## config.mk

```make
export PLATFORM = sky130hd
export DESIGN_NAME = bgi_queue
export DESIGN_NICKNAME = d
export VERILOG_FILES = /design/src/rtl/bgi_queue.sv
export SDC_FILE = /design/constraint.sdc
export NUM_CORES = 1
export LEC_CHECK = 0
export BUFFER_PORTS_ARGS = -buffer_cell sky130_fd_sc_hd__buf_2
export CAP_MARGIN = 20
export CELL_PAD_IN_SITES_DETAIL_PLACEMENT = 1
export CELL_PAD_IN_SITES_GLOBAL_PLACEMENT = 1
export CORE_MARGIN = 3
export CORE_UTILIZATION = 30
export DETAILED_ROUTE_END_ITERATION = 7
export PLACE_DENSITY = 0.58
export SLEW_MARGIN = 5
export SYNTH_ARGS = -nofsm -noshare
export SYNTH_HDL_FRONTEND = slang
export SYNTH_SLANG_ARGS = --single-unit
```

## constraint.sdc

```tcl
create_clock -name clk_i -period 1.84 [get_ports clk_i]
set_input_delay 0.368 -clock clk_i [delete_from_list [all_inputs] [get_ports clk_i]]
set_output_delay 0.368 -clock clk_i [all_outputs]
set_load 0.01 [all_outputs]
```

## src/rtl/bgi_queue.sv

```systemverilog
// Short FIFO between the classifying front and the executing back.
`default_nettype none

module bgi_queue #(
  parameter int WIDTH = 8,
  parameter int DEPTH = 4
) (
  input  logic             clk_i,
  input  logic             rst_ni,
  input  logic             push_valid_i,
  output logic             push_ready_o,
  input  logic [WIDTH-1:0] push_data_i,
  output logic             pop_valid_o,
  input  logic             pop_ready_i,
  output logic [WIDTH-1:0] pop_data_o
);

  localparam int PW = (DEPTH > 1) ? $clog2(DEPTH) : 1;
  localparam int CW = $clog2(DEPTH + 1);

  logic [WIDTH-1:0] mem_q [DEPTH];
  logic [PW-1:0]    wr_ptr_q, wr_ptr_d;
  logic [PW-1:0]    rd_ptr_q, rd_ptr_d;
  logic [CW-1:0]    count_q, count_d;
  logic             push, pop;

  assign push_ready_o = (count_q != CW'(DEPTH));
  assign pop_valid_o  = (count_q != '0);
  assign pop_data_o   = mem_q[rd_ptr_q];
  assign push         = push_valid_i && push_ready_o;
  assign pop          = pop_valid_o && pop_ready_i;

  always_comb begin
    wr_ptr_d = wr_ptr_q;
    rd_ptr_d = rd_ptr_q;
    count_d  = count_q;
    if (push) begin
      wr_ptr_d = (wr_ptr_q == PW'(DEPTH - 1)) ? '0 : wr_ptr_q + PW'(1);
    end
    if (pop) begin
      rd_ptr_d = (rd_ptr_q == PW'(DEPTH - 1)) ? '0 : rd_ptr_q + PW'(1);
    end
    if (push && !pop) begin
      count_d = count_q + CW'(1);
    end else if (pop && !push) begin
      count_d = count_q - CW'(1);
    end
  end

  always_ff @(posedge clk_i or negedge rst_ni) begin
    if (!rst_ni) begin
      wr_ptr_q <= '0;
      rd_ptr_q <= '0;
      count_q  <= '0;
    end else begin
      wr_ptr_q <= wr_ptr_d;
      rd_ptr_q <= rd_ptr_d;
      count_q  <= count_d;
    end
  end

  always_ff @(posedge clk_i) begin
    if (push) begin
      mem_q[wr_ptr_q] <= push_data_i;
    end
  end

endmodule

`default_nettype wire

```

== Yosys cells after proc, flatten, opt, wreduce, memory -nomap -nowiden ==
Memories as Yosys holds them, arrays and structs flattened.
Cells that the tools add are included.
Operators by class
  $add $sub $neg: 4
  equal/unequal tests: 3
  multiplexer cells: 6
  reduce and logical (&&, ||, !) cells: 8
Operators by type and width (number)
  3-bit two-way mux: 2
  2-bit by 1-bit adder with 2-bit output, second input constant: 2
  2-bit == test, second input constant: 2
  1-bit logical AND: 4
  2-bit two-way mux: 2
  3-bit by 1-bit adder with 3-bit output, second input constant: 1
  3-bit inequality test, second input constant: 1
  3-bit nonzero test: 1
  3-bit by 1-bit subtractor with 3-bit output, second input constant: 1
  1-bit zero test: 2
  1-bit two-way mux: 2
  2-bit nonzero test: 1
Storage, ports and cells
  flip-flop bits (word level): 7
  memories kept: 1
  input port bits: 12
  logic and storage cells: 25
  RAM bits: 32
  output and inout port bits: 10
Memory list
  mem_q: depth 4, bits a word 8, rd ports 1, clocked after Yosys merged registers in 0, wr ports 1, RTL line 21  | logic [WIDTH-1:0] mem_q [DEPTH];

== Logic depth before layout (Yosys ltp) ==
Gate-level depths: netlist (run 1).
  depth after elaboration: 6
  mapped depth: 8
  gate-level depth less buffers: 8

== Worst setup path before layout (run 1) ==
No wires, ideal clock.
  path kind: register -> register
  start point: reg count_q[0]
  end point: reg count_q[2]
  path buffers: 0
  arrival: 2019 ps
  required time: 1761 ps
  setup slack: -258 ps
  setup time: 79 ps
  cell stages (with the launch flop): 9
  period minus slack after synthesis: 2098 ps
  cells stage by stage: dfrtp_1 or3_2 nand2_1 ha_1 inv_1 fa_1 xor2_1 nor2_1 xor2_1
On the way
  cells in the longest elaborated chain, start to end: 5
  elaborated cells on any way between the ends: 13
  those cells by class: 2 x add/sub; 1 x eq/ne; 2 x mux; 8 x reduce/logical
Ends and longest elaborated chain
  start: declaration: RTL line 24  | logic [CW-1:0] count_q, count_d;
  start signal: assignment: RTL line 58  | count_q <= count_d;
  3-bit nonzero test (*): RTL line 28  | assign pop_valid_o = (count_q != '0);
  via pop_valid_o: RTL line 13  | output logic pop_valid_o,
  1-bit logical AND (*): RTL line 31  | assign pop = pop_valid_o && pop_ready_i;
  1-bit zero test: RTL line 43  | if (push && !pop) begin
  1-bit logical AND: RTL line 43
  3-bit two-way mux / 2-bit nonzero test (equally long branches)
The timed path passes the listed nets; every way through them passes the cells marked *. The select of a mux whose other input is x is not followed.
A chain may end at the register's enable or synchronous reset.

== Final worst setup path (run 1) ==
  start point: reg count_q[1]
  end point: reg count_q[1]
On the way
  elaborated cells on any way between the ends: 13
  those cells by class: 2 x add/sub; 1 x eq/ne; 2 x mux; 8 x reduce/logical
RTL lines
  3-bit inequality test: RTL line 27  | assign push_ready_o = (count_q != CW'(DEPTH));
  1-bit logical AND: RTL line 30  | assign push = push_valid_i && push_ready_o;
  via push: RTL line 25  | logic push, pop;
  1-bit logical AND: RTL line 43
  3-bit two-way mux: RTL line 43
  via count_d[1]: RTL line 24
The timed path passes the listed nets, and every way through them passes these cells. The select of a mux whose other input is x is not followed.

==> flow_summary.toml, run 1 <==
[run_status]
outcome = "complete, but fails checks"
violations = "negative setup slack"

[clock_tree]
clock_latency_ps = 290
clkSinkCount = 39
cts_buffers = 5
cts.path.max_buffers = 2
cts_tree = "done"
path_clk_slew_ps = 80
cts-root-buf = "clkbuf_8"
cts_max_level = 2

[power]
power.leakage_nw = 0.830
p_comb_frac = 0.411
finalPower_mw = 3.50
pwr-share-clk = 0.208
p_per_area_mw_per_mm2 = 1650
internal_power_mw = 2.50
p_seq_frac = 0.381
irDropWorstVdd_uv = 756
net-switching-power_uw = 1000
switching_share = 0.286

[yosys]
synthTopCellsByArea = "edfxtp_1 (60%), mux4_2 (11%), dfrtp_1 (11%)"
synth-seq-area-share = 0.713
syn-cell-area_sq_mm = 0.00159
syn-mean-instance-area_sq_um = 20.4
synth_xor_area_frac = 0.0165
netlist_instances = 78
synth_fp_nets = 97
synth_seq_cells = 39
ys_types = 18
synth_top_area_share = 0.603
synthAdderAreaFrac = 0.0597
synthMuxAreaShare = 0.153
synth_area_leader_cell = "edfxtp_1"
synth_simple_gate_area_frac = 0.0455
ys_warn_count = 0
synth_compound_area_frac = 0
synth_top_family_by_area = "multiplexers"

[timing]
fin_skew_ps = 4.72
hold_viol = 0
period_share = 1.09
holdWs_ps = 295
worst_pin_slew_ps = 450
timing.final.ws_setup_ps = -158
fin_setup_tns_ps = -349
rsz0062_at_grt = "yes"
final-max-slew-violation-count = 0
period_needed_ps = 2000
timing.slew.headroom = 0.700
max_freq_mhz = 501
finalSetupViolCount = 4

[drt]
first_pass_iters = 4
totalWireLength_um = 2970
drc = 0
drt_iter0_markers = 27
wl_per_cell_um = 15.6
ant_nets = 0
vias_per_cell = 4.50
vias = 859

[worst_setup_path]
crit_required_ps = 2020
rrSetupSlack_ps = -160
critPathMaxFanout = 3
cp_cell_sequence = "or3b_4, and2_4, ha_4, inv_2, fa_2, mux2_4"
worstPathArrival_ps = 2170
slowest_stage = "fa_2"
cpPeakStageDelay_ps = 420
worstSetupStartpoint = "count_q[1]"
crit_end = "count_q[1]"
r2r-start = "count_q[1]"
endpoint_kind = "flip-flop"
cp-start-kind = "flip-flop"
r2r_cells = 6
crit_type = "reg -> reg"
r2r_end = "count_q[1]"

[finish]
final_nets = 142
regArea_sq_mm = 0.00114
final_cells = 191
final_util = 0.432
drive_gt1_frac = 0.573
multi_input_area_sq_um = 468
layout_commonest_cell = "edfxtp_1"
most-common-layout-cells = "edfxtp_1 (32), buf_2 (15), buf_4 (14), buf_6 (10), mux4_2 (8)"
area_growth_pct = 33.0
fillers = 501
antenna_cells = 0

[grt]
grt_pass1_wl_um = 4640
antenna_found_initial = 0
grt_pass1_vias = 980
grt_max_degree = 13
grt.overflow.total = 0
grt_use_total = 0.103

[die]
dieHeight_um = 78.9
io_pins = 22
core_area_sq_mm = 0.00491
fp.dieW_um = 78.9
start_util = 0.325
die-area_sq_mm = 0.00622
placementRows = 25

[place]
gp_congestion = 0.618
io_buffers = 21
dp_hpwl_um = 2000
place_inst = 173

[hold_path]
hold_path.class = "in -> reg"

[flow_run]
max_cap_viol_count = 0
## registers in the layout, indices dropped and copies added (netlist names)
register / cells
count_q: 3
mem_q: 32
wr_ptr_q: 2
rd_ptr_q: 2
## cells in the mapped netlist (all sizes together)
master   n
and2     1
and3     4
buf      2
dfrtp    7
edfxtp  32
fa       1
ha       6
inv      3
mux2     5
mux4     8
nand2    1
nor2     3
or3      1
or3b     1
xnor2    1
xor2     2
## worst max-delay path, delay by kind of cell, from the launching register on
kind	cells	cell delay, ps
muxes	1	280
and+or+nand+nor	2	570
adders and majority gates	2	580
DFF	1	410
buffers and inverters	1	50
## what timing repair did
action | 4_1_cts | 5_1_grt
setup buffers | 4 | 6
setup endpoints to repair | 8 | 11
hold buffers | 1 | 0
pin swaps | 1 | 5
gates resized for setup | 6 | 7
hold endpoints to repair | 7 | 0
## routing by layer
layer | vias to the layer above | global-route usage | routed length [um]
li1 | 394 | - | -
met1 | 441 | 0.109 | 1180
met2 | 19 | 0.184 | 1610
met3 | 5 | 0.0420 | 147
met4 | 0 | 0.0361 | 30
met5 | - | 0 | 0
## cell families (layout without fill, tap and decap cells)
| family | Yosys count | in the layout |
|---|---|---|
| muxes | 13 | 13 |
| and+or+nand+nor | 11 | 11 |
| xor gates and xnor gates | 3 | 3 |
| buffers and inverters | 5 | 51 |
| adders and majority gates | 7 | 7 |
| DFF | 39 | 39 |
## how the worst min path moves through the flow
| stage | start | end | slack [ps] | cells past startpoint |
|---|---|---|---|---|
| floorplan | rst_ni | count_q[0] | 70 | 0 |
| global placement | rst_ni | wr_ptr_q[0] | 220 | 1 |
| detailed placement | rst_ni | count_q[2] | 220 | 1 |
| CTS | push_data_i[1] | mem_q[3][1] | 280 | 1 |
| global route | push_data_i[1] | mem_q[3][1] | 280 | 1 |
| finish | push_data_i[1] | mem_q[3][1] | 290 | 1 |
## power by group through the flow
| stage | Sequential (mW) | Clock, mW | Combinational (mW) |
|---|---|---|---|
| 2_1_floorplan | 1.29 | 0 | 0.771 |
| 3_3_place_gp | 1.34 | 0 | 1.12 |
| 3_5_place_dp | 1.35 | 0 | 1.18 |
| 4_1_cts | 1.34 | 0.757 | 1.32 |
| 5_1_grt | 1.36 | 0.790 | 1.57 |
| 6_report | 1.33 | 0.728 | 1.44 |
## final cells by class
cell class / count / share of cell area
Timing Repair Buffer: 40 / 0.143
Clock buffer: 6 / 0.0390
Clock inverter: 2 / 0.0165
Multi-Input combinational cell: 34 / 0.221
Tap cell: 67 / 0.0396
Sequential cell: 39 / 0.536
Inverter: 3 / 0.00531
## through the flow
step                worst slack [ps]  cell area, sq um
floorplan                       -124              1610
global placement               -75.3              1860
detailed placement              -127              1860
CTS                             -144              2050
global route                    -185              2120
finish                          -158              2120
Note: power is estimated with default switching activity, not from simulation.
==> run 2: changes to the inputs <==
--- a/config.mk
+++ b/config.mk
@@ -12,7 +12,7 @@
 export CORE_MARGIN = 3
 export CORE_UTILIZATION = 30
 export DETAILED_ROUTE_END_ITERATION = 7
-export PLACE_DENSITY = 0.58
+export PLACE_DENSITY = 0.56
 export SLEW_MARGIN = 5
 export SYNTH_ARGS = -nofsm -noshare
 export SYNTH_HDL_FRONTEND = slang
==> constraint.sdc (replaced) <==
create_clock -name clk_i -period 2.6 [get_ports clk_i]
set_input_delay 0.52 -clock clk_i [delete_from_list [all_inputs] [get_ports clk_i]]
set_output_delay 0.52 -clock clk_i [all_outputs]
set_load 0.01 [all_outputs]
==> flow_summary.toml, run 2 (same netlist as run 1, synthesis figures left out) <==
[place]
dp_hpwl_um = 1910
gp_congestion = 0.714
io_buffers = 21

[flow_run]
max_cap_viol_count = 0

[drt]
met1Wirelength_um = 1160
drc = 0
first_pass_iters = 4
wl_met2_um = 1440
wl_met3_um = 111
routed.top_layer = "met4"
wl_per_cell_um = 16.2
drt_iter0_markers = 41
ant_nets = 0
totalWireLength_um = 2780
vias = 786
vias_per_cell = 4.57

[finish]
antenna_cells = 0
most-common-layout-cells = "edfxtp_1 (32), buf_2 (21), mux4_2 (8), dfrtp_1 (7)"
area_growth_pct = 18.7
layout_commonest_cell = "edfxtp_1"
largest_reg_flops = 32
final_nets = 123
drive_gt1_frac = 0.467
largestRegisters = "mem_q (32), count_q (3)"
fillers = 511
top_register = "mem_q"

[power]
power.leakage_nw = 0.713
irDropWorstVdd_uv = 319
p_per_area_mw_per_mm2 = 1140

[timing]
holdWs_ps = 58.3
fin_setup_tns_ps = 0
timing.slew.headroom = 0.591
final-max-slew-violation-count = 0
finalSetupViolCount = 0
hold_viol = 0
fin_skew_ps = 4.02
worst_pin_slew_ps = 613
period_needed_ps = 2280
rsz0062_at_grt = "no"
max_freq_mhz = 438
period_share = 0.878

[die]
die-area_sq_mm = 0.00622
io_pins = 22
fp.dieW_um = 78.9
dieHeight_um = 78.9
core_area_sq_mm = 0.00491
placementRows = 25
start_util = 0.325

[worst_setup_path]
crit_required_ps = 2080
worstSetupStartpoint = "rd_ptr_q[0]"
r2r-start = "count_q[0]"
worstPathArrival_ps = 1760
endpoint_kind = "output pin"
cp-start-kind = "flip-flop"
crit_type = "reg -> out"
critPathMaxFanout = 11

[run_status]
outcome = "complete, no violations"

[grt]
grt_pass1_vias = 879
grt_pass1_wl_um = 4660
antenna_found_initial = 0
grt_max_degree = 13
grt_use_total = 0.105
grt.overflow.total = 0

[clock_tree]
clkSinkCount = 39
cts.path.max_buffers = 2
path_clk_slew_ps = 70
post_cts_buffers = 0
cts_hold_buf = 0
cts_tree = "done"
cts_max_level = 2
cts_resized = 0
clock_latency_ps = 290
cts-root-buf = "clkbuf_8"
cts_buffers = 5

[hold_path]
hold_path.class = "in -> async"
[run 2: power breakdown]
part           internal (mW)  switching (mW)  total, mW
Clock                  0.310           0.205      0.515
Sequential             0.846           0.147      0.992
Combinational          0.358           0.283      0.641
[run 2: worst paths after layout]
kind | slack, ps | cells past startpoint | to
setup / recovery | 320 | 2 | pop_data_o[3]
hold / removal | 60 | 1 | count_q[1]
setup reg to reg | 410 | 8 | count_q[2]
hold reg to reg | 510 | 1 | count_q[2]
max in group asynchronous | 2380 | 1 | wr_ptr_q[0]
min in group clk_i | 450 | 1 | mem_q[1][1]
[run 2: layout make-up]
class	count	area, sq um	area share
clock buffer	6	82.6	0.0437
clock inverter	2	35.0	0.0185
inverter	3	11.3	0.00595
multi-input combinational	34	438	0.231
sequential	39	1140	0.601
tap	67	83.8	0.0443
timing repair buffer	21	105	0.0556
[run 2: stage by stage]
step / power (mW) / instance area (sq um) / std cells / utilization / setup WS (ps)
global route: 2.30 / 1890 / 172 / 0.385 / 194
CTS: 2.20 / 1890 / 172 / 0.385 / 233
global placement: 1.66 / 1770 / 164 / 0.361 / 455
floorplan: 1.44 / 1590 / 78 / - / 502
finish: 2.15 / 1890 / 172 / 0.385 / 317
detailed placement: 1.67 / 1770 / 164 / 0.361 / 392
[run 2: routing by layer]
layer,GRT usage,vias to the layer above
met2,0.168,15
met3,0.0397,7
met4,0.0567,0
met5,0,-
li1,-,354
met1,0.123,410
[run 2: critical path, cell delays in order, from the launching register on]
cell and delay [ps]:
dfrtp_1 740, mux4_2 580, buf_2 150
==> run 3: changes to the inputs <==
--- a/config.mk
+++ b/config.mk
@@ -10,9 +10,9 @@
 export CELL_PAD_IN_SITES_DETAIL_PLACEMENT = 1
 export CELL_PAD_IN_SITES_GLOBAL_PLACEMENT = 1
 export CORE_MARGIN = 3
-export CORE_UTILIZATION = 30
+export CORE_UTILIZATION = 40
 export DETAILED_ROUTE_END_ITERATION = 7
-export PLACE_DENSITY = 0.56
+export PLACE_DENSITY = 0.69
 export SLEW_MARGIN = 5
 export SYNTH_ARGS = -nofsm -noshare
 export SYNTH_HDL_FRONTEND = slang
==> flow_summary.toml, run 3 (same netlist as run 1, synthesis figures left out) <==
[clock_tree]
clock_latency_ps = 280
post_cts_buffers = 0
clkSinkCount = 39
path_clk_slew_ps = 70
cts_buffers = 5
cts.path.max_buffers = 2
cts_tree = "done"
cts-root-buf = "clkbuf_8"
cts_resized = 0
cts_max_level = 2
cts_hold_buf = 0

[timing]
timing.slew.headroom = 0.606
max_freq_mhz = 443
worst_pin_slew_ps = 591
rsz0062_at_grt = "no"
hold_viol = 0
final-max-slew-violation-count = 0
finalSetupViolCount = 0
fin_skew_ps = 5.13
period_share = 0.868
fin_setup_tns_ps = 0
period_needed_ps = 2260

[place]
place_area_sq_mm = 0.00175
gp_congestion = 0.686
io_buffers = 21
dp_hpwl_um = 1790

[finish]
fillers = 370
largestRegisters = "mem_q (32), count_q (3)"
largest_reg_flops = 32
antenna_cells = 0
most-common-layout-cells = "edfxtp_1 (32), buf_2 (21), mux4_2 (8), dfrtp_1 (7), ha_1 (6)"
final_nets = 123
top_register = "mem_q"
area_growth_pct = 14.8
layout_commonest_cell = "edfxtp_1"
postLayoutCellArea_sq_mm = 0.00183
drive_gt1_frac = 0.438

[grt]
grt_use_met3 = 0.0466
grt.overflow.total = 0
antenna_found_initial = 0
grt-busiest-layer = "met2"
grtUsageMet2 = 0.198
grt_pass1_wl_um = 4340
use_met1 = 0.139
grt_pass1_vias = 885
grt_use_total = 0.119
grt_max_degree = 12

[worst_setup_path]
worstPathArrival_ps = 1740
cpPeakStageDelay_ps = 720
endpoint_kind = "output pin"
crit_required_ps = 2080
crit_type = "reg -> out"
slowest_stage = "dfrtp_1"
cp_cell_sequence = "mux4_2, buf_2"
critPathMaxFanout = 11
cp-start-kind = "flip-flop"

[hold_path]
hold_path.class = "in -> async"

[drt]
wl_per_cell_um = 16.3
ant_nets = 0
drc = 0
first_pass_iters = 4
vias_per_cell = 5.09
totalWireLength_um = 2490
drt_iter0_markers = 17
vias = 779

[run_status]
outcome = "complete, no violations"

[power]
p_per_area_mw_per_mm2 = 1090
power.leakage_nw = 0.693
irDropWorstVdd_uv = 465
finalPower_mw = 2.00

[die]
dieHeight_um = 69.1
core_area_sq_mm = 0.00374
io_pins = 22
placementRows = 22
fp.dieW_um = 69.1
die-area_sq_mm = 0.00478
start_util = 0.426

[flow_run]
max_cap_viol_count = 0
==> run 3: worst max-delay path: cells and delay by family, from the launching register on <==
kind                   cells  cell delay [ps]
flip-flops                 1              720
multiplexers               1              580
buffers and inverters      1              150
==> run 3: power by group <==
group          internal, mW  total [mW]  switching (mW)
Sequential            0.846       0.991           0.145
Clock                 0.183       0.369           0.186
Combinational         0.363       0.641           0.278
==> run 3: layout make-up <==
| class | instances | area (sq um) | share of cell area |
|---|---|---|---|
| clock inverters | 2 | 7.51 | 0.00410 |
| multi-input cells | 34 | 438 | 0.239 |
| inverters | 3 | 11.3 | 0.00615 |
| repair buffers | 21 | 105 | 0.0574 |
| well taps | 48 | 60.1 | 0.0328 |
| clock buffers | 6 | 72.6 | 0.0396 |
| flip-flops and latches | 39 | 1140 | 0.621 |
==> run 3: layer usage <==
layer | part of all wire | vias up
met1 | 0.42 | 402
met4 | 0.013 | 0
met5 | 0 | -
met2 | 0.52 | 19
met3 | 0.046 | 5
li1 | - | 353
==> run 3: per-stage QoR <==
stage	std cells	hold WS, ps	worst slack (ps)	utilization
floorplan	78	224	502	-
global placement	145	363	462	0.468
detailed placement	145	367	390	0.468
CTS	153	56.7	288	0.489
global route	153	49.2	149	0.489
finish	153	61.5	342	0.489
==> run 3: worst paths after layout <==
kind / start / end / slack (ps) / depth (start not counted)
min reg2reg: count_q[2] / count_q[2] / 510 / 1
max: rd_ptr_q[0] / pop_data_o[6] / 340 / 2
max reg2reg: count_q[0] / count_q[2] / 410 / 8
max in group asynchronous: rst_ni / count_q[2] / 2380 / 1
min in group clk_i: push_data_i[4] / mem_q[0][4] / 450 / 1
min: rst_ni / wr_ptr_q[1] / 60 / 1
