`src/rtl/bgi_pkg.sv`:
```
// Shared constants, codes and width helpers for the bilinear grid interpolator.
`default_nettype none

package bgi_pkg;

  localparam int MAX_ROWS_DEF    = 16;
  localparam int MAX_COLS_DEF    = 16;
  localparam int SAMPLE_BITS_DEF = 16;
  localparam int FRAC_BITS_DEF   = 8;
  localparam int QUEUE_DEPTH_DEF = 4;

  localparam int POS_BITS     = 16;
  localparam int SEL_BITS     = 4;
  localparam int SIZE_BITS    = 5;
  localparam int CFG_IDX_BITS = 2;

  localparam logic [SIZE_BITS-1:0] SIZE_RESET = SIZE_BITS'(16);

  localparam logic [CFG_IDX_BITS-1:0] CFG_ROWS_IN_USE = CFG_IDX_BITS'(0);
  localparam logic [CFG_IDX_BITS-1:0] CFG_COLS_IN_USE = CFG_IDX_BITS'(1);

  typedef enum logic {
    OP_WRITE = 1'b0,
    OP_QUERY = 1'b1
  } opcode_e;

  // Width of a residual position after the cell is taken off.
  function automatic int resid_bits(int max_rows, int max_cols, int frac_bits);
    int kb;
    int m;
    kb = ($clog2(max_rows) > $clog2(max_cols)) ? $clog2(max_rows) : $clog2(max_cols);
    m  = (POS_BITS > kb + frac_bits) ? POS_BITS : kb + frac_bits;
    return m + 2;
  endfunction

  // Width of one queue entry between the front and the back.
  function automatic int entry_bits(int max_rows, int max_cols, int sample_bits,
                                    int frac_bits);
    return 1 + $clog2(max_rows) + $clog2(max_cols) + sample_bits
           + 2 * resid_bits(max_rows, max_cols, frac_bits);
  endfunction

endpackage

`default_nettype wire

```
`src/rtl/bgi_if.sv`:
```
// Channel interfaces: input items, configuration writes and results.
`default_nettype none

interface bgi_item_if #(
  parameter int SAMPLE_BITS = bgi_pkg::SAMPLE_BITS_DEF
);
  import bgi_pkg::*;

  logic                          valid;
  logic                          ready;
  logic                          opcode;
  logic        [SEL_BITS-1:0]    row_sel;
  logic        [SEL_BITS-1:0]    col_sel;
  logic signed [SAMPLE_BITS-1:0] sample_in;
  logic signed [POS_BITS-1:0]    row_pos;
  logic signed [POS_BITS-1:0]    col_pos;

  modport source (output valid, opcode, row_sel, col_sel, sample_in, row_pos, col_pos,
                  input ready);
  modport sink (input valid, opcode, row_sel, col_sel, sample_in, row_pos, col_pos,
                output ready);
endinterface

interface bgi_cfg_if;
  import bgi_pkg::*;

  logic                    valid;
  logic                    ready;
  logic [CFG_IDX_BITS-1:0] index;
  logic [SIZE_BITS-1:0]    data;

  modport source (output valid, index, data, input ready);
  modport sink (input valid, index, data, output ready);
endinterface


`default_nettype wire

```
`src/rtl/bgi_front.sv`:
```
// Front end: size registers, item acceptance, cell and residual computation.
`default_nettype none

module bgi_front #(
  parameter int MAX_ROWS    = bgi_pkg::MAX_ROWS_DEF,
  parameter int MAX_COLS    = bgi_pkg::MAX_COLS_DEF,
  parameter int SAMPLE_BITS = bgi_pkg::SAMPLE_BITS_DEF,
  parameter int FRAC_BITS   = bgi_pkg::FRAC_BITS_DEF,
  parameter int EW          = bgi_pkg::entry_bits(MAX_ROWS, MAX_COLS, SAMPLE_BITS, FRAC_BITS)
) (
  input  logic          clk_i,
  input  logic          rst_ni,
  bgi_item_if.sink      item_i,
  bgi_cfg_if.sink       cfg_i,
  output logic          push_valid_o,
  input  logic          push_ready_i,
  output logic [EW-1:0] push_entry_o
);
  import bgi_pkg::*;

  localparam int RB = $clog2(MAX_ROWS);
  localparam int CB = $clog2(MAX_COLS);
  localparam int KB = (RB > CB) ? RB : CB;
  localparam int CW = ((POS_BITS > KB) ? POS_BITS : KB) + 2;
  localparam int DW = resid_bits(MAX_ROWS, MAX_COLS, FRAC_BITS);

  typedef struct packed {
    logic                          is_query;
    logic        [RB-1:0]          row;
    logic        [CB-1:0]          col;
    logic signed [SAMPLE_BITS-1:0] sample;
    logic signed [DW-1:0]          dr;
    logic signed [DW-1:0]          dc;
  } entry_t;

  logic [SIZE_BITS-1:0] rows_q, rows_d;
  logic [SIZE_BITS-1:0] cols_q, cols_d;
  logic signed [CW-1:0] kr, kc;
  logic                 in_range;
  entry_t               ent;

  function automatic logic signed [CW-1:0] cell_of(logic signed [POS_BITS-1:0] pos,
                                                   logic [SIZE_BITS-1:0] size,
                                                   logic signed [CW-1:0] maxn);
    logic signed [CW-1:0] fl;
    logic signed [CW-1:0] n;
    logic signed [CW-1:0] k;
    fl = CW'(pos);
    fl = fl >>> FRAC_BITS;
    n  = $signed({{(CW - SIZE_BITS){1'b0}}, size});
    if (n < CW'(2)) n = CW'(2);
    if (n > maxn) n = maxn;
    k = fl;
    if (k > n - CW'(2)) k = n - CW'(2);
    if (k < CW'(0)) k = '0;
    return k;
  endfunction

  function automatic logic signed [DW-1:0] resid_of(logic signed [POS_BITS-1:0] pos,
                                                    logic signed [CW-1:0] k);
    logic signed [DW-1:0] p;
    logic signed [DW-1:0] kk;
    p  = DW'(pos);
    kk = DW'(k);
    return p - (kk <<< FRAC_BITS);
  endfunction

  assign cfg_i.ready = 1'b1;

  always_comb begin
    rows_d = rows_q;
    cols_d = cols_q;
    if (cfg_i.valid) begin
      unique case (cfg_i.index)
        CFG_ROWS_IN_USE: rows_d = cfg_i.data;
        CFG_COLS_IN_USE: cols_d = cfg_i.data;
        default: ;
      endcase
    end
  end

  always_ff @(posedge clk_i or negedge rst_ni) begin
    if (!rst_ni) begin
      rows_q <= SIZE_RESET;
      cols_q <= SIZE_RESET;
    end else begin
      rows_q <= rows_d;
      cols_q <= cols_d;
    end
  end

  assign kr       = cell_of(item_i.row_pos, rows_q, CW'(MAX_ROWS));
  assign kc       = cell_of(item_i.col_pos, cols_q, CW'(MAX_COLS));
  assign in_range = (int'(item_i.row_sel) < MAX_ROWS) && (int'(item_i.col_sel) < MAX_COLS);

  always_comb begin
    ent.is_query = (item_i.opcode == OP_QUERY);
    ent.sample   = item_i.sample_in;
    if (item_i.opcode == OP_QUERY) begin
      ent.row = kr[RB-1:0];
      ent.col = kc[CB-1:0];
      ent.dr  = resid_of(item_i.row_pos, kr);
      ent.dc  = resid_of(item_i.col_pos, kc);
    end else begin
      ent.row = RB'(item_i.row_sel);
      ent.col = CB'(item_i.col_sel);
      ent.dr  = '0;
      ent.dc  = '0;
    end
  end

  // Drop writes outside the grid: they leave no trace.
  assign item_i.ready = push_ready_i;
  assign push_valid_o = item_i.valid && ((item_i.opcode == OP_QUERY) || in_range);
  assign push_entry_o = ent;

endmodule

`default_nettype wire

```
`src/flat_wrapper.sv`:
```
// flat-port wrapper written by rule: the top's interface ports become plain ports
module bgi_front_flat import bgi_pkg::*;
#(
  parameter int MAX_ROWS    = bgi_pkg::MAX_ROWS_DEF,
  parameter int MAX_COLS    = bgi_pkg::MAX_COLS_DEF,
  parameter int SAMPLE_BITS = bgi_pkg::SAMPLE_BITS_DEF,
  parameter int FRAC_BITS   = bgi_pkg::FRAC_BITS_DEF,
  parameter int EW          = bgi_pkg::entry_bits(MAX_ROWS, MAX_COLS, SAMPLE_BITS, FRAC_BITS)
)
  (clk_i, rst_ni, push_valid_o, push_ready_i, push_entry_o, item_i_valid, item_i_opcode, item_i_row_sel, item_i_col_sel, item_i_sample_in, item_i_row_pos, item_i_col_pos, item_i_ready, cfg_i_valid, cfg_i_index, cfg_i_data, cfg_i_ready);
  bgi_item_if #(.SAMPLE_BITS(SAMPLE_BITS)) item_i_i ();
  bgi_cfg_if cfg_i_i ();
  input  logic clk_i;
  input  logic rst_ni;
  output logic push_valid_o;
  input  logic push_ready_i;
  output logic [EW-1:0] push_entry_o;
  input wire logic [$bits(item_i_i.valid)-1:0] item_i_valid;
  input wire logic [$bits(item_i_i.opcode)-1:0] item_i_opcode;
  input wire logic [$bits(item_i_i.row_sel)-1:0] item_i_row_sel;
  input wire logic [$bits(item_i_i.col_sel)-1:0] item_i_col_sel;
  input wire logic [$bits(item_i_i.sample_in)-1:0] item_i_sample_in;
  input wire logic [$bits(item_i_i.row_pos)-1:0] item_i_row_pos;
  input wire logic [$bits(item_i_i.col_pos)-1:0] item_i_col_pos;
  output wire logic [$bits(item_i_i.ready)-1:0] item_i_ready;
  input wire logic [$bits(cfg_i_i.valid)-1:0] cfg_i_valid;
  input wire logic [$bits(cfg_i_i.index)-1:0] cfg_i_index;
  input wire logic [$bits(cfg_i_i.data)-1:0] cfg_i_data;
  output wire logic [$bits(cfg_i_i.ready)-1:0] cfg_i_ready;
  assign item_i_i.valid = item_i_valid;
  assign item_i_i.opcode = item_i_opcode;
  assign item_i_i.row_sel = item_i_row_sel;
  assign item_i_i.col_sel = item_i_col_sel;
  assign item_i_i.sample_in = item_i_sample_in;
  assign item_i_i.row_pos = item_i_row_pos;
  assign item_i_i.col_pos = item_i_col_pos;
  assign item_i_ready = item_i_i.ready;
  assign cfg_i_i.valid = cfg_i_valid;
  assign cfg_i_i.index = cfg_i_index;
  assign cfg_i_i.data = cfg_i_data;
  assign cfg_i_ready = cfg_i_i.ready;
  bgi_front #(.MAX_ROWS(MAX_ROWS), .MAX_COLS(MAX_COLS), .SAMPLE_BITS(SAMPLE_BITS), .FRAC_BITS(FRAC_BITS), .EW(EW)) u_core (.clk_i(clk_i), .rst_ni(rst_ni), .item_i(item_i_i), .cfg_i(cfg_i_i), .push_valid_o(push_valid_o), .push_ready_i(push_ready_i), .push_entry_o(push_entry_o));
endmodule
```
`config.mk`:
```
export PLATFORM = sky130hd
export DESIGN_NAME = bgi_front_flat
export DESIGN_NICKNAME = d
export VERILOG_FILES = /design/src/rtl/bgi_pkg.sv /design/src/rtl/bgi_if.sv /design/src/rtl/bgi_front.sv /design/src/flat_wrapper.sv
export SDC_FILE = /design/constraint.sdc
export NUM_CORES = 1
export LEC_CHECK = 0
export BUFFER_PORTS_ARGS = -buffer_cell sky130_fd_sc_hd__buf_2
export CORE_AREA = 2 2 84 86
export DETAILED_ROUTE_END_ITERATION = 6
export DIE_AREA = 0 0 86 88
export GPL_TIMING_DRIVEN = 1
export PLACE_DENSITY_LB_ADDON = 0.1
export SYNTH_ARGS = -nofsm -noshare
export SYNTH_HDL_FRONTEND = slang
export SYNTH_SLANG_ARGS = --single-unit
```
`constraint.sdc`:
```
create_clock -name clk_i -period 5.55 [get_ports clk_i]
set_input_delay 0.2775 -clock clk_i [delete_from_list [all_inputs] [get_ports clk_i]]
set_output_delay 0.2775 -clock clk_i [all_outputs]
set_load 0.1 [all_outputs]
```
After elaboration in Yosys (flattened, before gate mapping)
Index checks and enable logic that the tools add are counted.

word-level totals
  output and inout port bits = 64
  flip-flop bits (word level) = 10

operators by class
  magnitude comparators = 8
  multiplexer cells = 10
  reductions and logical operators = 3
  equality and inequality tests = 1
  add/sub/neg operators = 4

operator list
  kind                 number
  $lt 18x1->1 const B  2
  $mux 18              2
  $mux 36              1
  $sub 16x18->18       2
  $mux 10              2
  $mux 5               4
  $gt 8x6->1           2
  $sub 5x2->6 const B  2
  $gt 5x5->1 const B   2
  $lt 5x2->1 const B   2
  $mux 8               1
  $reduce_and 2->1     2
  $eq 2x1->1 const B   1
  $logic_not 2->1      1

Logic depth before layout (Yosys ltp)
Gate-level depths: netlist (run 1).

  depth after elaboration = 11
  depth in mapped cells = 22
  depth with buffers taken out = 22

Worst setup path after synthesis (run 1)
OpenSTA, ideal clock, no wires.

  path kind = register to output
  from = register u_core.rows_q[4]
  to = output port push_entry_o[32]
  data required time = 5.273 ns
  cell stages (with the launch flop) = 21
  arrival = 6.428 ns
  setup slack = -1.155 ns
  cell sequence = dfstp_2 -> inv_1 -> o21ai_0 -> ha_1 -> nor3b_1 -> inv_1 -> ha_1 -> a2111oi_0 -> nor2b_1 -> a221o_1 -> nand3_2 -> nor2_1 -> a22o_1 -> ha_1 -> fa_1 -> nor2b_1 -> o21ai_0 -> a21boi_1 -> o21a_1 -> nor3_1 -> nor3_1

between the ends
  longest elaborated chain between the ends = 11

RTL lines
  element                 RTL line            text
  start, declared         bgi_front.sv:36     logic [SIZE_BITS-1:0] rows_q, rows_d;
  start signal, assigned  bgi_front.sv:87     rows_q <= rows_d;
  $lt 5x2->1              bgi_front.sv:51     if (n < CW'(2)) n = CW'(2);
  $mux 5 (*)              bgi_front.sv:51
  $gt 5x5->1              bgi_front.sv:52     if (n > maxn) n = maxn;
  $mux 5 (*)              bgi_front.sv:52
  $sub 5x2->6 (*)         bgi_front.sv:54     if (k > n - CW'(2)) k = n - CW'(2);
  $gt 8x6->1              bgi_front.sv:54
  $mux 18 (*)             bgi_front.sv:54
  $lt 18x1->1             bgi_front.sv:55     if (k < CW'(0)) k = '0;
  $mux 10 (*)             bgi_front.sv:55
  $sub 16x18->18 (*)      bgi_front.sv:65     return p - (kk <<< FRAC_BITS);
  $mux 36 (*)             bgi_front.sv:99     if (item_i.opcode == OP_QUERY) begin
  end, declared           flat_wrapper.sv:17  output logic [EW-1:0] push_entry_o;

Mark *: on every way between the ends. The rest lies on a longest branch, timed or not.

Worst setup path in the final report (run 1)
Ends and elaborated chain as after synthesis.

==> flow_summary.yaml, run 1 <==
power_and_ir_drop:
  max-vdd-ir-drop_v: 0.000233
  p_leak_nw: 1.46
  powerDensity_nw_per_um2: 429
  power_mw: 1.28
outcome:
  status: "finished clean"
synth:
  synth_area_um2: 2290
  ys.flop_type: "dfrtp_1"
  synth-async-reset-ratio: 1.00
  yosysWarnings: 0
  ys_seq_area_frac: 0.110
  synth_seq_cells: 10
  synth_edf_count: 0
  synthCells: 296
  synth_cell_types: 53
  syn_area_per_cell_um2: 7.74
detailed_routing:
  postRouteAntennaNets: 0
  wirelength_um: 6390
  drc_errors: 0
  drtIter0Drc: 66
  wl_per_cell_um: 14.0
  viasPerCell: 5.07
  first_pass_iters: 4
  dr_total_vias: 2319
timing:
  setup_slack_ns: 0.307
  setup_violations: 0
  finalClockSkew_ns: 0
  tightest_slew_ns: 0.724
  min_period_ns: 5.24
  finalHoldViolations: 0
  finalMaxSlewViolations: 0
  finalCritPeriodShare: 0.945
  holdWs_ns: 0.268
  max_freq_mhz: 191
  max_slew_margin: 0.516
finish:
  final_area_um2: 2990
  final_nets: 487
  syn2layout_area_growth_pct: 30.7
  final_util: 0.450
  diodes: 0
  drive_above_1_share: 0.374
global_route:
  grt_max_degree: 40
  overflow: 0
  grt_pass1_vias: 2069
  grt_antenna_before_repair: 0
  grt_use_total: 0.159
  grt_pass1_wl_um: 9810
place:
  gpl.final_weighted_congestion: 0.836
  dpl_worst_slack_ns: 0.269
  io_buffers: 95
  placed_area_um2: 2870
  hpwl_um: 5230
cts:
  clk_latency_ns: 0.23
  cts.sinks: 10
  cts_buffers: 3
  clk_pin_slew_ns: 0.05
  htreeDepth: 1
  cts_setup_buffers: 0
  cts-root-buf: "clkbuf_8"
  cts_tree: "yes"
  clock_path_buffers: 2
setup_path:
  startpoint_type: "flop"
  criticalPathCategory: "reg -> out"
  endpoint_kind: "output pin"
  cp.required_ns: 5.27
  crit_arrival_ns: 4.97
  cp_max_fo: 8
job:
  max_cap_violations: 0
floorplanning:
  fp.dieH_um: 88
  start_util: 0.345
  dieArea_um2: 7570
  io_pins: 133
  core_um2: 6640
  fp.dieW_um: 86
  row_count: 30
hold_path:
  hold_path.class: "in -> reg"
critical path, cell delays in order (launching register included):
cell and delay (ns):
dfstp_2 0.55, inv_1 0.10, o21ai_2 0.10, ha_2 0.21, nor3b_2 0.19, inv_1 0.10, ha_1 0.40, inv_1 0.09
or4_1 0.42, a221o_1 0.36, nand3_4 0.15, nor2_1 0.06, a22o_1 0.20, ha_1 0.21, fa_1 0.40, nor2b_2 0.15
o21ai_0 0.11, a21boi_1 0.23, o21a_1 0.19, nor3_1 0.06, nor3_2 0.22, buf_12 0.21
cells by family (layout without fill, tap and decap cells):
group	after synthesis	count (layout)	synth area share
AOI/OAI and AO/OA	55	55	0.173
and+or+nand+nor	118	118	0.267
muxes	17	17	0.0803
DFF	10	10	0.110
adders and majority gates	40	40	0.225
other	1	4	0.00164
xor gates and xnor gates	9	9	0.0344
buffers and inverters	46	124	0.108
cells in the final DEF, fill, tap and decap left out, types with 2 or more instances in the layout:
master and count:
a2111oi_2 2, nor3_2 2, and2_1 18, fa_1 2, clkbuf_4 3, o21ai_0 8
dfrtp_1 8, ha_1 37, xnor2_1 8, nand3b_1 2, buf_4 5, nand2_1 13
buf_2 87, o21bai_1 2, a21o_1 4, a21oi_1 10, nand4_1 4, buf_12 5
a211oi_1 2, inv_1 17, and3_1 2, dfstp_2 2, nor3b_1 4, mux2_2 10
o21a_1 5, nor3_1 7, nor2b_1 12, conb_1 4, nand2b_1 3, o21ai_1 4
mux2i_1 4, a21oi_2 3, nor2_1 37, clkbuf_8 4, nor4_1 3, or4_1 2
area by class of cell:
cell class,instances,area [um^2]
Clock buffer,4,55.1
Tap cell,80,100
Multi-Input combinational cell,243,1910
Inverter,19,71.3
Sequential cell,10,253
Fill cell,678,3650
Timing Repair Buffer,101,606
stage by stage:
| step | TNS (ns) | cells |
|---|---|---|
| 4_1_cts | 0 | 457 |
| 5_1_grt | -0.00783 | 457 |
| 2_1_floorplan | -0.446 | 299 |
| 3_3_place_gp | 0 | 452 |
| 3_5_place_dp | 0 | 452 |
| 6_report | 0 | 457 |
sequential cells by signal, indices dropped and copies added (netlist names):
register / flops
u_core.rows_q: 5
u_core.cols_q: 5
power by group:
| group | internal (mW) | switching, mW |
|---|---|---|
| sequential | 0.0890 | 0.0155 |
| combinational | 0.325 | 0.764 |
| clock | 0.0623 | 0.0281 |
| total | 0.476 | 0.808 |
synth_stat cells, types with 3 or more instances:
cell type / n / share of area
nor2b_1: 13 / 0.036
o21ai_0: 10 / 0.022
o21a_1: 5 / 0.016
inv_1: 17 / 0.028
ha_1: 38 / 0.21
and2_1: 18 / 0.049
nand2_1: 13 / 0.021
nor4_1: 3 / 0.0082
mux2i_1: 6 / 0.026
o21ai_1: 3 / 0.0066
nor3_1: 10 / 0.022
a211oi_1: 3 / 0.0098
nand4_1: 4 / 0.011
xnor2_1: 8 / 0.031
dfrtp_1: 8 / 0.087
buf_4: 20 / 0.066
a21o_1: 4 / 0.013
nor2_1: 39 / 0.064
mux2_2: 10 / 0.049
a21oi_1: 12 / 0.026
clkbuf_1: 7 / 0.011
nor3b_1: 5 / 0.016
nand2b_1: 3 / 0.0082
path summary, 6_finish.rpt:
check / startpoint / endpoint / slack (ns) / cells after the start
min reg2reg: u_core.rows_q[0]$_DFFE_PN0P_ / u_core.rows_q[0]$_DFFE_PN0P_ / 0.54 / 1
max in group asynchronous: rst_ni / u_core.rows_q[4]$_DFFE_PN1P_ / 4.85 / 2
max: u_core.rows_q[4]$_DFFE_PN1P_ / push_entry_o[32] / 0.31 / 21
min: cfg_i_data[4] / u_core.rows_q[4]$_DFFE_PN1P_ / 0.27 / 3
min in group asynchronous: rst_ni / u_core.cols_q[1]$_DFFE_PN0P_ / 0.43 / 2
max reg2reg: u_core.rows_q[4]$_DFFE_PN1P_ / u_core.rows_q[4]$_DFFE_PN1P_ / 4.65 / 2
metal layers:
metal  GRT usage  vias to the layer above  share of wire
li1            -                     1184              -
met3      0.0189                       12          0.061
met1       0.217                     1053           0.46
met4      0.0346                        0         0.0094
met2       0.269                       70           0.47
met5           0                        -              0
timing repair:
action,4_1_cts,5_1_grt
setup endpoints to repair,1,9
pin swaps,0,3
hold buffers,1,0
resized for setup,1,16
hold endpoints to repair,8,0
(Power assumes the default switching activity.)
==> inputs of run 2 (changes only) <==
- CTS_BUF_LIST: not set -> sky130_fd_sc_hd__clkbuf_16
==> run 2 against run 1 <==
  * Cell count unchanged
  * Via count increased by 0.34%
  * Clock skew stayed put
  * Hold slack barely moved
  * Clock-buffer cell count fell by 1
  * Sequential share of layout area fell by 0.060 points
  * Worst setup slack lost 0.025 ns
==> flow_summary.yaml, run 2 (synthesized netlist as in run 1, its figures left out) <==
outcome:
  status: "finished clean"
place:
  hpwl_um: 5230
  gpl.final_weighted_congestion: 0.836
  io_buffers: 95
  dpl_worst_slack_ns: 0.269
  placed_area_um2: 2870
finish:
  final_cell_mix: "87 x buf_2, 37 x nor2_1, 37 x ha_1"
  final_area_um2: 3010
  drive_above_1_share: 0.369
  syn2layout_area_growth_pct: 31.6
  final_common_cell: "buf_2"
  final_nets: 487
  reg_top3: "u_core.cols_q x5, u_core.rows_q x5"
  diodes: 0
floorplanning:
  fp.dieH_um: 88
  dieArea_um2: 7570
  row_count: 30
  fp.dieW_um: 86
  io_pins: 133
  core_um2: 6640
  start_util: 0.345
global_route:
  use_met3: 0.0189
  grt_use_total: 0.159
  grt_max_degree: 40
  met1_usage: 0.218
  use_met2: 0.270
  grt_pass1_wl_um: 9830
  grt_antenna_before_repair: 0
  overflow: 0
  grt_pass1_vias: 2075
  busiest_layer: "met2"
timing:
  max_slew_margin: 0.515
  min_period_ns: 5.27
  finalMaxSlewViolations: 0
  finalCritPeriodShare: 0.949
  max_freq_mhz: 190
  setup_violations: 0
  finalClockSkew_ns: 0
  finalHoldViolations: 0
  tightest_slew_ns: 0.726
  setup_slack_ns: 0.282
cts:
  cts-root-buf: "clkbuf_16"
  clk_latency_ns: 0.23
  cts_setup_buffers: 0
  cts_tree: "yes"
  cts.sinks: 10
  clk_pin_slew_ns: 0.04
  clock_path_buffers: 2
  htreeDepth: 1
  cts_buffers: 3
setup_path:
  startpoint_type: "flop"
  reg2reg_from: "u_core.rows_q[4]$_DFFE_PN1P_"
  crit_arrival_ns: 4.99
  cp.required_ns: 5.27
  critPathMostFrequentCell: "inv_1"
  crit_path_end: "push_entry_o[32]"
  reg2reg_depth: 2
  criticalPathCategory: "reg -> out"
  cp-startpoint: "u_core.rows_q[4]$_DFFE_PN1P_"
  crit_slowest_cell: "dfstp_2"
  r2r_slack_ns: 4.65
  slowest_delay_ns: 0.55
  crit_chain: "inv_1 > o21ai_2 > ha_2 > nor3b_2 > inv_1 > ha_1 > inv_1 > or4_1 > a221o_1 > nand3_4 > nor2_1 > a22o_1 > ha_1 > fa_1 > nor2b_1 > o21ai_0 > a21boi_1 > o21a_1 > nor3_1 > nor3_2 > buf_12"
  timing.rr.end: "u_core.rows_q[4]$_DFFE_PN1P_"
  endpoint_kind: "output pin"
  cp_max_fo: 8
power_and_ir_drop:
  power_switching_uw: 811
  power_mw: 1.32
  p_int_uw: 507
  p_leak_nw: 1.47
  swShare: 0.615
  powerDensity_nw_per_um2: 437
  p_clk_frac: 0.095
  max-vdd-ir-drop_v: 0.000233
  comb_power_share: 0.825
  seq_power_share: 0.079
detailed_routing:
  drtIter0Drc: 57
  postRouteAntennaNets: 0
  viasPerCell: 5.09
  first_pass_iters: 4
  wirelength_um: 6400
  dr_total_vias: 2327
  drc_errors: 0
  wl_per_cell_um: 14.0
job:
  max_cap_violations: 0
hold_path:
  hold_path.class: "in -> reg"
## run 2: worst max-delay path, delay by kind of cell, from the launching register on
family	cells	cell delay, ns
and+or+nand+nor	7	1.28
adders and majority gates	4	1.21
buffers and inverters	4	0.50
DFF	1	0.55
AOI/OAI and AO/OA	6	1.20
## run 2: area by class of cell
type,count,area (um^2)
Fill cell,674,3630
Multi-Input combinational cell,243,1900
Timing Repair Buffer,101,606
Sequential cell,10,253
Tap cell,80,100
Clock buffer,3,75.1
Inverter,19,71.3
Clock inverter,1,3.75
## run 2: per-stage QoR
| stage | util | cells | hold WS [ns] | setup TNS, ns |
|---|---|---|---|---|
| after floorplan | - | 299 | -0.0181 | -0.446 |
| after global placement | 0.431 | 452 | 0.148 | 0 |
| after detailed placement | 0.431 | 452 | 0.150 | 0 |
| after CTS | 0.445 | 457 | 0.264 | 0 |
| after global routing | 0.453 | 457 | 0.293 | -0.0485 |
| final | 0.453 | 457 | 0.268 | 0 |
## run 2: per-layer routing
metal	up-vias	share of wire	wire [um]
met4	0	0.0094	60
met2	72	0.47	2990
met3	12	0.061	393
met1	1059	0.46	2950
li1	1184	-	-
met5	-	0	0
## run 2: power groups by stage
stage	sequential [mW]	clock (mW)	combinational, mW
final	0.105	0.125	1.09
after floorplan	0.0991	0	0.917
after CTS	0.103	0.129	1.07
after global placement	0.103	0	1.06
after detailed placement	0.104	0	1.06
after global routing	0.107	0.133	1.17
## run 2: timing repair
| action | CTS | global route |
|---|---|---|
| hold buffers | 1 | 0 |
| endpoints found under the setup margin | 1 | 9 |
| hold endpoints to repair | 8 | 0 |
| gates resized for setup | 1 | 15 |
| pin swaps | 0 | 3 |
## run 2: how the worst min path moves through the flow
stage | start | endpoint | slack [ns] | cells past startpoint
floorplan | rst_ni | u_core.cols_q[0]$_DFFE_PN0P_ | -0.02 | 0
global placement | rst_ni | u_core.rows_q[0]$_DFFE_PN0P_ | 0.15 | 1
detailed placement | rst_ni | u_core.rows_q[2]$_DFFE_PN0P_ | 0.15 | 1
CTS | cfg_i_data[4] | u_core.rows_q[4]$_DFFE_PN1P_ | 0.26 | 3
global route | cfg_i_data[4] | u_core.rows_q[4]$_DFFE_PN1P_ | 0.29 | 3
finish | cfg_i_data[4] | u_core.rows_q[4]$_DFFE_PN1P_ | 0.27 | 3
==> inputs of run 3 (changes only) <==
==> constraint.sdc (replaced) <==
create_clock -name clk_i -period 5.55 [get_ports clk_i]
set_input_delay 0.2775 -clock clk_i [delete_from_list [all_inputs] [get_ports clk_i]]
set_output_delay 0.2775 -clock clk_i [all_outputs]
set_load 0.02 [all_outputs]
==> run 3 against run 2 <==
  * Cell area decreased by 6.1%
  * First-iteration DRC count increased by 26%
  * Sequential cell count unchanged
  * Register-to-register slack about the same
  * Sequential share of layout area increased by 0.54 points
  * Critical endpoint unchanged
  * Critical path depth unchanged
  * Combinational power decreased by 41%
  * Clock power increased by 3%
  * Routed wire length decreased by 0.80%
  * Global-route usage increased by 0.78 points
  * Total power decreased by 34%
  * Die area unchanged
==> flow_summary.yaml, run 3 (synthesized netlist as in run 1, its figures left out) <==
outcome:
  status: "finished clean"
setup_path:
  cp.required_ns: 5.27
  cp_max_fo: 8
  endpoint_kind: "output pin"
  crit_arrival_ns: 4.80
  reg2reg_depth: 2
  timing.rr.end: "u_core.rows_q[4]$_DFFE_PN1P_"
  startpoint_type: "flop"
  r2r_slack_ns: 4.66
  reg2reg_from: "u_core.rows_q[4]$_DFFE_PN1P_"
  criticalPathCategory: "reg -> out"
place:
  hpwl_um: 5260
  io_buffers: 95
  gpl.final_weighted_congestion: 0.810
detailed_routing:
  first_pass_iters: 4
  wirelength_um: 6350
  dr_total_vias: 2312
  drtIter0Drc: 72
  wl_per_cell_um: 14.0
  viasPerCell: 5.10
  postRouteAntennaNets: 0
  drc_errors: 0
timing:
  min_period_ns: 5.07
  setup_tns_ns: 0
  setup_violations: 0
  finalCritPeriodShare: 0.914
  rsz0062_at_grt: "false"
  finalClockSkew_ns: 0
  max_freq_mhz: 197
  holdWs_ns: 0.275
  finalMaxSlewViolations: 0
  finalHoldViolations: 0
  max_slew_margin: 0.467
  tightest_slew_ns: 0.797
global_route:
  grt_pass1_vias: 2158
  grt_antenna_before_repair: 0
  grt_max_degree: 40
  grt_use_total: 0.167
  overflow: 0
  grt_pass1_wl_um: 10300
finish:
  diodes: 0
  final_common_cell: "buf_2"
  multi_input_area_um2: 1830
  final_nets: 483
  final_cell_mix: "95 x buf_2, 39 x nor2_1, 37 x ha_1"
  area.sequential_um2: 253
  drive_above_1_share: 0.332
  syn2layout_area_growth_pct: 23.6
  reg_top3: "u_core.cols_q x5, u_core.rows_q x5"
  fillers: 719
power_and_ir_drop:
  p_clk_frac: 0.148
  comb_power_share: 0.734
  seq_power_share: 0.119
  powerDensity_nw_per_um2: 309
  swShare: 0.477
  p_leak_nw: 1.41
  power_switching_uw: 417
  p_int_uw: 457
  max-vdd-ir-drop_v: 0.000171
hold_path:
  hold_path.class: "in -> reg"
  min_to: "u_core.rows_q[4]$_DFFE_PN1P_"
  holdPathStages: 3
  hp-start: "cfg_i_data[4]"
floorplanning:
  row_count: 30
  dieArea_um2: 7570
  io_pins: 133
  start_util: 0.345
  fp.dieH_um: 88
  fp.dieW_um: 86
  core_um2: 6640
cts:
  cts.sinks: 10
  clock_path_buffers: 2
  cts_tree: "yes"
  clk_pin_slew_ns: 0.04
  clk_latency_ns: 0.24
  cts-root-buf: "clkbuf_16"
  htreeDepth: 1
  cts_buffers: 3
job:
  max_cap_violations: 0
## run 3: timing repair
item | CTS | global route
endpoints found under the hold margin | 8 | 0
hold buffers | 1 | 0
buffers inserted | 0 | 0
endpoints found under the setup margin | 0 | 8
resized for setup | 0 | 9
## run 3: critical path: stages (launching register included)
cell and delay (ns):
dfstp_2 0.55, inv_1 0.10, o21ai_2 0.10, ha_2 0.22
nor3b_2 0.19, inv_1 0.10, ha_1 0.34, a2111oi_1 0.41
nor2b_1 0.10, a221o_1 0.41, nand3_4 0.14, nor2_1 0.06
a22o_1 0.21, ha_1 0.20, fa_1 0.38, nor2b_1 0.17
o21ai_0 0.15, a21boi_2 0.21, o21a_1 0.15, nor3_1 0.05
nor3_1 0.12, buf_2 0.20
## run 3: layout make-up
type / instances / share of cell area
Clock buffer: 3 / 0.0265
Clock inverter: 1 / 0.00133
Inverter: 19 / 0.0252
Multi-Input combinational cell: 243 / 0.648
Sequential cell: 10 / 0.0893
Tap cell: 80 / 0.0354
Timing Repair Buffer: 97 / 0.174
## run 3: stage by stage
step                      cell area (um^2)  setup slack (ns)   util  total power [mW]  cells
final                                 2830             0.477  0.426             0.874    453
after global routing                  2830            0.0988  0.426             0.967    453
after CTS                             2800             0.206  0.421             0.867    453
after detailed placement              2710             0.482  0.408             0.731    448
after global placement                2710             0.628  0.408             0.731    448
after floorplan                       2300             0.418      -             0.586    299
## run 3: metal layers
layer	vias to the layer above	track usage	part of all wire
li1	1176	-	-
met4	0	0.0346	0.0099
met2	82	0.292	0.47
met1	1045	0.221	0.46
met5	-	0	0
met3	9	0.0207	0.067
## run 3: how the worst max path moves through the flow
stage / from / endpoint / slack [ns] / depth (start not counted)
4_1_cts: u_core.rows_q[4]$_DFFE_PN1P_ / push_entry_o[33] / 0.21 / 19
3_3_place_gp: u_core.cols_q[4]$_DFFE_PN1P_ / push_entry_o[15] / 0.63 / 19
3_5_place_dp: u_core.rows_q[4]$_DFFE_PN1P_ / push_entry_o[33] / 0.48 / 19
6_report: u_core.rows_q[4]$_DFFE_PN1P_ / push_entry_o[32] / 0.48 / 21
5_1_grt: u_core.rows_q[4]$_DFFE_PN1P_ / push_entry_o[32] / 0.1 / 21
2_1_floorplan: u_core.rows_q[4]$_DFFE_PN1P_ / push_entry_o[32] / 0.42 / 20
## run 3: power groups by stage
stage	registers (mW)	logic (mW)	clock network [mW]
finish	0.104	0.641	0.129
global route	0.106	0.724	0.137
CTS	0.102	0.634	0.131
detailed placement	0.103	0.628	0
global placement	0.103	0.628	0
floorplan	0.0991	0.487	0
